**config.mk**
```make
export PLATFORM = sky130hd
export DESIGN_NAME = button_debounce_edge_counter
export DESIGN_NICKNAME = d
export VERILOG_FILES = /design/src/sv/bdec_pkg.sv /design/src/sv/button_debounce_edge_counter.sv /design/src/sv/bdec_cfg.sv /design/src/sv/bdec_core.sv
export SDC_FILE = /design/constraint.sdc
export NUM_CORES = 1
export LEC_CHECK = 0
export ABC_AREA = 1
export ABC_CLOCK_PERIOD_IN_PS = 9000
export BUFFER_PORTS_ARGS = -buffer_cell sky130_fd_sc_hd__buf_2
export CAP_MARGIN = 25
export CORE_MARGIN = 8
export CORE_UTILIZATION = 55
export CTS_CLUSTER_SIZE = 30
export DETAILED_ROUTE_END_ITERATION = 7
export GPL_ROUTABILITY_DRIVEN = 0
export PLACE_DENSITY = 0.85
export SKIP_CTS_REPAIR_TIMING = 1
export SLEW_MARGIN = 20
export SYNTH_ARGS = -nofsm -noshare
export SYNTH_HDL_FRONTEND = slang
export SYNTH_SLANG_ARGS = --single-unit
```
**constraint.sdc**
```tcl
create_clock -name i_clk -period 9 [get_ports i_clk]
set_input_delay 1.8 -clock i_clk [delete_from_list [all_inputs] [get_ports i_clk]]
set_output_delay 1.8 -clock i_clk [all_outputs]
set_load 0.005 [all_outputs]
```
**src/sv/bdec_pkg.sv**
```systemverilog
// Shared types and constants for the debounced button edge counter.
// No dependencies; imported by the top level, bdec_cfg and bdec_core.
package bdec_pkg;

    localparam int unsigned TIME_W  = 32;
    localparam int unsigned COUNT_W = 32;
    localparam int unsigned MS_W    = 16;
    localparam int unsigned FUNC_W  = 2;
    localparam int unsigned MODE_W  = 2;
    localparam int unsigned CFG_IDX_W  = 2;
    localparam int unsigned CFG_DATA_W = 16;

    typedef logic [FUNC_W-1:0]     t_func;
    typedef logic [MODE_W-1:0]     t_mode;
    typedef logic [CFG_IDX_W-1:0]  t_cfg_idx;
    typedef logic [CFG_DATA_W-1:0] t_cfg_data;

    localparam t_func FUNC_DEBOUNCE     = 2'd0;
    localparam t_func FUNC_DOUBLE_CLICK = 2'd1;
    localparam t_func FUNC_CLEAR        = 2'd2;
    localparam t_func FUNC_NONE         = 2'd3;

    localparam t_mode MODE_BOTH    = 2'd0;
    localparam t_mode MODE_FALLING = 2'd1;
    localparam t_mode MODE_RISING  = 2'd2;
    localparam t_mode MODE_NONE    = 2'd3;

    localparam t_cfg_idx REG_DEBOUNCE_MS     = 2'd0;
    localparam t_cfg_idx REG_COUNT_MODE      = 2'd1;
    localparam t_cfg_idx REG_DOUBLE_CLICK_MS = 2'd2;

    localparam logic [MS_W-1:0] DEBOUNCE_MS_RESET     = 16'd0;
    localparam t_mode           COUNT_MODE_RESET      = MODE_FALLING;
    localparam logic [MS_W-1:0] DOUBLE_CLICK_MS_RESET = 16'd500;

    typedef struct packed {
        logic [MS_W-1:0] debounce_ms;
        t_mode           count_mode;
        logic [MS_W-1:0] double_click_ms;
    } t_cfg;

    typedef struct packed {
        logic               stable_level;
        logic               pressed;
        logic               released;
        logic [COUNT_W-1:0] edge_count;
        logic               double_click;
    } t_result;

endpackage

```
**src/sv/button_debounce_edge_counter.sv**
```systemverilog
// Top level of the debounced button edge counter: input register, result register.
// Depends on bdec_pkg, bdec_cfg and bdec_core.
//
// Usage:
//   Input channel (i_in_valid / o_in_stall) carries one sample: operation code,
//   raw pin level and a millisecond timestamp. Output channel (o_out_valid /
//   i_out_stall) returns exactly one result per sample, in order.
//   A sample is registered on transfer into the input register and processed
//   when the result register can take it: the state registers and the result
//   register then update together and o_out_valid rises.
//   Throughput is one sample per cycle while the receiver does not stall, set by the single state-update step.
//   When the receiver stalls, the result register holds; the input register
//   takes one more sample, then o_in_stall rises until the result leaves.
//   Reset (synchronous, i_rst_n low) empties both registers, sets the raw and
//   stable levels high, clears times, count and click tracking, and restores
//   the configuration registers to their reset values.
//   Configuration is written through i_cfg_we / i_cfg_index / i_cfg_data; the user
//   must write it only while no sample is in flight, as the block does not enforce it.
module button_debounce_edge_counter (
    input  logic                    i_clk,
    input  logic                    i_rst_n,
    input  logic                    i_in_valid,
    output logic                    o_in_stall,
    input  bdec_pkg::t_func         i_func,
    input  logic                    i_pin_level,
    input  logic [31:0]             i_now_ms,
    output logic                    o_out_valid,
    input  logic                    i_out_stall,
    output logic                    o_stable_level,
    output logic                    o_pressed,
    output logic                    o_released,
    output logic [31:0]             o_edge_count,
    output logic                    o_double_click,
    input  logic                    i_cfg_we,
    input  bdec_pkg::t_cfg_idx      i_cfg_index,
    input  bdec_pkg::t_cfg_data     i_cfg_data
);
    import bdec_pkg::*;

    logic              r_in_valid;
    t_func             r_func;
    logic              r_pin_level;
    logic [TIME_W-1:0] r_now_ms;
    logic              r_out_valid;
    t_result           r_result;

    logic    in_xfer;
    logic    fire;
    t_cfg    cfg;
    t_result result;

    assign fire       = r_in_valid && (!r_out_valid || !i_out_stall);
    assign o_in_stall = r_in_valid && !fire;
    assign in_xfer    = i_in_valid && !o_in_stall;

    bdec_cfg u_cfg (
        .i_clk       (i_clk),
        .i_rst_n     (i_rst_n),
        .i_cfg_we    (i_cfg_we),
        .i_cfg_index (i_cfg_index),
        .i_cfg_data  (i_cfg_data),
        .o_cfg       (cfg)
    );

    bdec_core u_core (
        .i_clk       (i_clk),
        .i_rst_n     (i_rst_n),
        .i_fire      (fire),
        .i_func      (r_func),
        .i_pin_level (r_pin_level),
        .i_now_ms    (r_now_ms),
        .i_cfg       (cfg),
        .o_result    (result)
    );

    always_ff @(posedge i_clk) begin
        if (!i_rst_n) begin
            r_in_valid <= 1'b0;
        end else if (in_xfer) begin
            r_in_valid <= 1'b1;
        end else if (fire) begin
            r_in_valid <= 1'b0;
        end
    end

    always_ff @(posedge i_clk) begin
        if (in_xfer) begin
            r_func      <= i_func;
            r_pin_level <= i_pin_level;
            r_now_ms    <= i_now_ms;
        end
    end

    always_ff @(posedge i_clk) begin
        if (!i_rst_n) begin
            r_out_valid <= 1'b0;
        end else if (fire) begin
            r_out_valid <= 1'b1;
        end else if (!i_out_stall) begin
            r_out_valid <= 1'b0;
        end
    end

    always_ff @(posedge i_clk) begin
        if (fire) begin
            r_result <= result;
        end
    end

    assign o_out_valid    = r_out_valid;
    assign o_stable_level = r_result.stable_level;
    assign o_pressed      = r_result.pressed;
    assign o_released     = r_result.released;
    assign o_edge_count   = r_result.edge_count;
    assign o_double_click = r_result.double_click;

endmodule

```
**src/sv/bdec_cfg.sv**
```systemverilog
// Configuration register file for the debounced button edge counter.
// Depends on bdec_pkg.
module bdec_cfg (
    input  logic               i_clk,
    input  logic               i_rst_n,
    input  logic               i_cfg_we,
    input  bdec_pkg::t_cfg_idx i_cfg_index,
    input  bdec_pkg::t_cfg_data i_cfg_data,
    output bdec_pkg::t_cfg     o_cfg
);
    import bdec_pkg::*;

    t_cfg r_cfg;

    always_ff @(posedge i_clk) begin
        if (!i_rst_n) begin
            r_cfg.debounce_ms     <= DEBOUNCE_MS_RESET;
            r_cfg.count_mode      <= COUNT_MODE_RESET;
            r_cfg.double_click_ms <= DOUBLE_CLICK_MS_RESET;
        end else if (i_cfg_we) begin
            unique case (i_cfg_index)
                REG_DEBOUNCE_MS: begin
                    r_cfg.debounce_ms <= i_cfg_data[MS_W-1:0];
                end
                REG_COUNT_MODE: begin
                    r_cfg.count_mode <= i_cfg_data[MODE_W-1:0];
                end
                REG_DOUBLE_CLICK_MS: begin
                    r_cfg.double_click_ms <= i_cfg_data[MS_W-1:0];
                end
                default: begin
                end
            endcase
        end
    end

    assign o_cfg = r_cfg;

endmodule

```
**src/sv/bdec_core.sv**
```systemverilog
// Button state registers and the per-item update logic: debounce, edge count,
// double-click window and clear. Depends on bdec_pkg.
module bdec_core (
    input  logic                   i_clk,
    input  logic                   i_rst_n,
    input  logic                   i_fire,
    input  bdec_pkg::t_func        i_func,
    input  logic                   i_pin_level,
    input  logic [31:0]            i_now_ms,
    input  bdec_pkg::t_cfg         i_cfg,
    output bdec_pkg::t_result      o_result
);
    import bdec_pkg::*;

    logic               r_raw_last;
    logic               r_stable_prev;
    logic               r_stable_now;
    logic [TIME_W-1:0]  r_change_time;
    logic [COUNT_W-1:0] r_edge_total;
    logic               r_first_seen;
    logic [TIME_W-1:0]  r_first_time;

    logic               n_raw_last;
    logic               n_stable_prev;
    logic               n_stable_now;
    logic [TIME_W-1:0]  n_change_time;
    logic [COUNT_W-1:0] n_edge_total;
    logic               n_first_seen;
    logic [TIME_W-1:0]  n_first_time;
    logic               n_hit;

    logic               raw_change;
    logic [TIME_W-1:0]  db_change_time;
    logic [TIME_W-1:0]  db_elapsed;
    logic               db_shift;
    logic               db_prev;
    logic               db_now;
    logic               db_fall;
    logic               db_rise;
    logic               db_count;
    logic               dc_seen;
    logic [TIME_W-1:0]  dc_time;
    logic               dc_hit;
    logic [TIME_W-1:0]  dc_elapsed;
    logic [TIME_W-1:0]  dc_window;

    assign raw_change = (i_pin_level != r_raw_last);
    assign dc_window  = {{(TIME_W-MS_W){1'b0}}, i_cfg.double_click_ms};

    // debounce path
    always_comb begin
        db_change_time = raw_change ? i_now_ms : r_change_time;
        db_elapsed     = i_now_ms - db_change_time;
        db_shift       = (db_elapsed >= {{(TIME_W-MS_W){1'b0}}, i_cfg.debounce_ms});
        db_prev        = db_shift ? r_stable_now : r_stable_prev;
        db_now         = db_shift ? i_pin_level  : r_stable_now;
        db_fall        = db_prev && !db_now;
        db_rise        = !db_prev && db_now;
        unique case (i_cfg.count_mode)
            MODE_BOTH:    db_count = db_fall || db_rise;
            MODE_FALLING: db_count = db_fall;
            MODE_RISING:  db_count = db_rise;
            default:      db_count = 1'b0;
        endcase
    end

    // double-click path
    always_comb begin
        dc_seen = r_first_seen;
        dc_time = r_first_time;
        dc_hit  = 1'b0;
        if (raw_change && !i_pin_level) begin
            if (!r_first_seen) begin
                dc_seen = 1'b1;
                dc_time = i_now_ms;
            end else if ((i_now_ms - r_first_time) <= dc_window) begin
                dc_hit  = 1'b1;
                dc_seen = 1'b0;
            end
        end
        dc_elapsed = i_now_ms - dc_time;
        if (dc_seen && (dc_elapsed > dc_window)) begin
            dc_seen = 1'b0;
        end
    end

    always_comb begin
        n_raw_last    = r_raw_last;
        n_stable_prev = r_stable_prev;
        n_stable_now  = r_stable_now;
        n_change_time = r_change_time;
        n_edge_total  = r_edge_total;
        n_first_seen  = r_first_seen;
        n_first_time  = r_first_time;
        n_hit         = 1'b0;
        unique case (i_func)
            FUNC_DEBOUNCE: begin
                n_raw_last    = i_pin_level;
                n_change_time = db_change_time;
                n_stable_prev = db_prev;
                n_stable_now  = db_now;
                n_edge_total  = r_edge_total + COUNT_W'(db_count);
            end
            FUNC_DOUBLE_CLICK: begin
                n_raw_last   = i_pin_level;
                n_first_seen = dc_seen;
                n_first_time = dc_time;
                n_hit        = dc_hit;
            end
            FUNC_CLEAR: begin
                n_edge_total = '0;
            end
            default: begin
            end
        endcase
    end

    always_ff @(posedge i_clk) begin
        if (!i_rst_n) begin
            r_raw_last    <= 1'b1;
            r_stable_prev <= 1'b1;
            r_stable_now  <= 1'b1;
            r_change_time <= '0;
            r_edge_total  <= '0;
            r_first_seen  <= 1'b0;
            r_first_time  <= '0;
        end else if (i_fire) begin
            r_raw_last    <= n_raw_last;
            r_stable_prev <= n_stable_prev;
            r_stable_now  <= n_stable_now;
            r_change_time <= n_change_time;
            r_edge_total  <= n_edge_total;
            r_first_seen  <= n_first_seen;
            r_first_time  <= n_first_time;
        end
    end

    always_comb begin
        o_result.stable_level = n_stable_now;
        o_result.pressed      = n_stable_prev && !n_stable_now;
        o_result.released     = !n_stable_prev && n_stable_now;
        o_result.edge_count   = n_edge_total;
        o_result.double_click = n_hit;
    end

endmodule

```
==> results.tsv <==
stage	metric	value	unit
worst_setup_path	cp_common_cell	nand2_1	
hold_path	whs_path_depth	2	
placement	hpwlAfterDp	36.4	mm
yosys	synthTopCellsByArea	dfxtp_1, edfxtp_1, nand2_1, ha_1, inv_1	
die	core	0.0294	mm^2
final_layout	drive_gt1_share	7.84	%
yosys	ys_ff_latch	207	
final_layout	antenna_cells	0	
pwr	leakagePower	8.39	nW
worst_setup_path	r2r_cells	42	
final_layout	final_util	61.1	%
yosys	yosys_warnings	0	
global_route	globalRouteOverflowTotal	0	
placement	dp_slack	1570	ps
placement	dpl_cell_area	0.0171	mm^2
worst_setup_path	required	9420	ps
clock_network	insertion_delay	540	ps
worst_setup_path	cp-start-kind	register	
routing	ant_nets	0	
yosys	syn_avg_cell_area	6.73	um^2
die	die_h	188	um
sta	tns	0	ps
sta	fin_ws	1500	ps
worst_setup_path	cp-end-kind	register	
yosys	synthMostInstantiatedCell	nand2_1	
yosys	synth_area	0.0163	mm^2
pwr	ir_worst_vdd	163	uV
routing	via_per_inst	5.81	
clock_network	clock-root-buffer	clkbuf_16	
yosys	ys_async_sr_fraction	0	%
final_layout	finish.instance_area	0.0180	mm^2
sta	rsz0062_at_grt	false	
sta	worst_pin_slew	992	ps
sta	fmax	0.133	GHz
routing	vias	16869	
global_route	grt.total_usage	25.9	%
flow_run	cap_violations	0	
pwr	power_density	172	mW/mm^2
die	start_util	55.4	%
sta	period_minus_slack	7500	ps
sta	setup_viol_count_final	0	
worst_setup_path	crit_slowest_cell	ha_2	
global_route	grt_max_degree	75	
sta	slew_violations	0	
routing	wl_per_cell	16.3	um
placement	port-buffer-count	95	
clock_network	cts_sinks	207	
routing	drc_errors	0	
yosys	synth_top_area_share	16.7	%
pwr	power	0.00310	W
hold_path	hp-class	register to register	
yosys	ys_types	52	
sta	hold_violations	0	
worst_setup_path	path_class	register to register	
yosys	synthCells	2418	
die	io_pins	96	
sta	max_slew_margin	33.9	%
yosys	synth_edf_count	71	
status	status	finished clean	
yosys	yosys.area.top_type	dfxtp_1	
clock_network	worst_setup_hold_path_clk_slew	60	ps
global_route	grt_pass1_wl	76.9	mm
die	row_count	63	
yosys	synth_flop_cell	dfxtp_1	
worst_setup_path	cpPeakStageDelay	970	ps
global_route	antenna_found_initial	0	
clock_network	numCtsBuffers	25	
die	die_area	0.0353	mm^2
yosys	synth_common_cells	nand2_1, inv_1, nor2_1	
routing	wirelength	47.5	mm
sta	finalClockSkew	12.9	ps
final_layout	synthToLayoutAreaGrowth	10.4	%
sta	finalCritPeriodShare	83.4	%
yosys	ys_seq_area_share	29.8	%
worst_setup_path	critPathMaxFanout	50	
routing	drtIter0Drc	1744	
die	die_w	188	um
clock_network	cts_tree	done	
global_route	grt_pass1_vias	16089	
routing	drtPass1Iterations	6	
clock_network	clock_path_buffers	3	
final_layout	nNetsFinal	2691	
clock_network	h-tree-depth	1	
yosys	synth_fp_nets	2614	
worst_setup_path	crit_arrival	7920	ps
final cells by class:
type | instances | area [um^2]
clock buffer | 33 | 676
timing repair buffer | 107 | 583
clock inverter | 13 | 154
tap | 390 | 488
multi-input combinational | 1790 | 9840
inverter | 364 | 1370
fill | 2639 | 11400
sequential | 207 | 4850
sequential cells by signal, summed over array words and instances (netlist names), 2 cells and up:
register,cells
u_cfg.o_cfg,34
r_func,2
o_edge_count,32
u_core.r_edge_total,32
u_core.r_first_time,32
u_core.r_change_time,32
r_now_ms,32
power by group:
part           internal [W]  leakage, nW  switching, W  total (W)
Combinational      0.000351         6.18      0.000652    0.00100
Clock              0.000616        0.406      0.000416    0.00103
Sequential          0.00102         1.80     0.0000440    0.00106
per-stage QoR:
stage          hold WS, ps  instances
2_1_floorplan          435       2418
3_3_place_gp           452       2857
3_5_place_dp           460       2857
4_1_cts                468       2903
5_1_grt                498       2904
6_report               471       2904
cell usage in the layout, fill, tap and decap left out, types with 9 or more instances in the layout:
cell / count
nand2_1: 551
inv_1: 356
nor2_1: 233
a21oi_1: 218
o21ai_0: 195
dfxtp_1: 136
ha_1: 135
nand3_1: 124
buf_2: 95
edfxtp_1: 71
a211oi_1: 53
nor3_1: 42
xor2_1: 42
nand4_1: 28
clkbuf_16: 26
mux2i_1: 19
xnor2_1: 17
nand3_2: 14
nand2_2: 11
o211ai_1: 11
buf_4: 11
nor2_2: 10
o21a_1: 9
kinds of logic (layout without fill, tap and decap cells):
logic type | after synthesis | count (layout) | synth area share [%]
mux | 19 | 19 | 1.17
buf+inv | 421 | 517 | 9.84
flops | 207 | 207 | 29.8
compound gates | 535 | 535 | 18.2
fa+ha+maj | 138 | 138 | 10.7
xor+xnor | 59 | 59 | 3.18
simple gates | 1039 | 1039 | 27.0
critical path: cells and delay by family (launching register included):
kind	cells	cell delay, ps
xor gates and xnor gates	1	190
AOI/OAI and AO/OA	8	1610
DFF	1	350
adders and majority gates	5	2030
and+or+nand+nor	23	2680
buffers and inverters	5	500
metal layers:
layer / track usage, % / wire (um) / vias up
met5: 0 / 0 / -
met4: 11.6 / 2290 / 0
met3: 4.74 / 4440 / 191
met2: 42.9 / 21400 / 828
met1: 32.3 / 19400 / 7648
li1: - / - / 8202
worst paths after layout:
| kind | from | to | slack (ps) |
|---|---|---|---|
| min reg2reg | u_cfg.o_cfg[24] | u_cfg.o_cfg[24] | 470 |
| max reg2reg | r_pin_level | u_core.r_edge_total[27] | 1500 |
| max | r_pin_level | u_core.r_edge_total[27] | 1500 |
| min | u_cfg.o_cfg[24] | u_cfg.o_cfg[24] | 470 |
(Power assumes the default switching activity.)
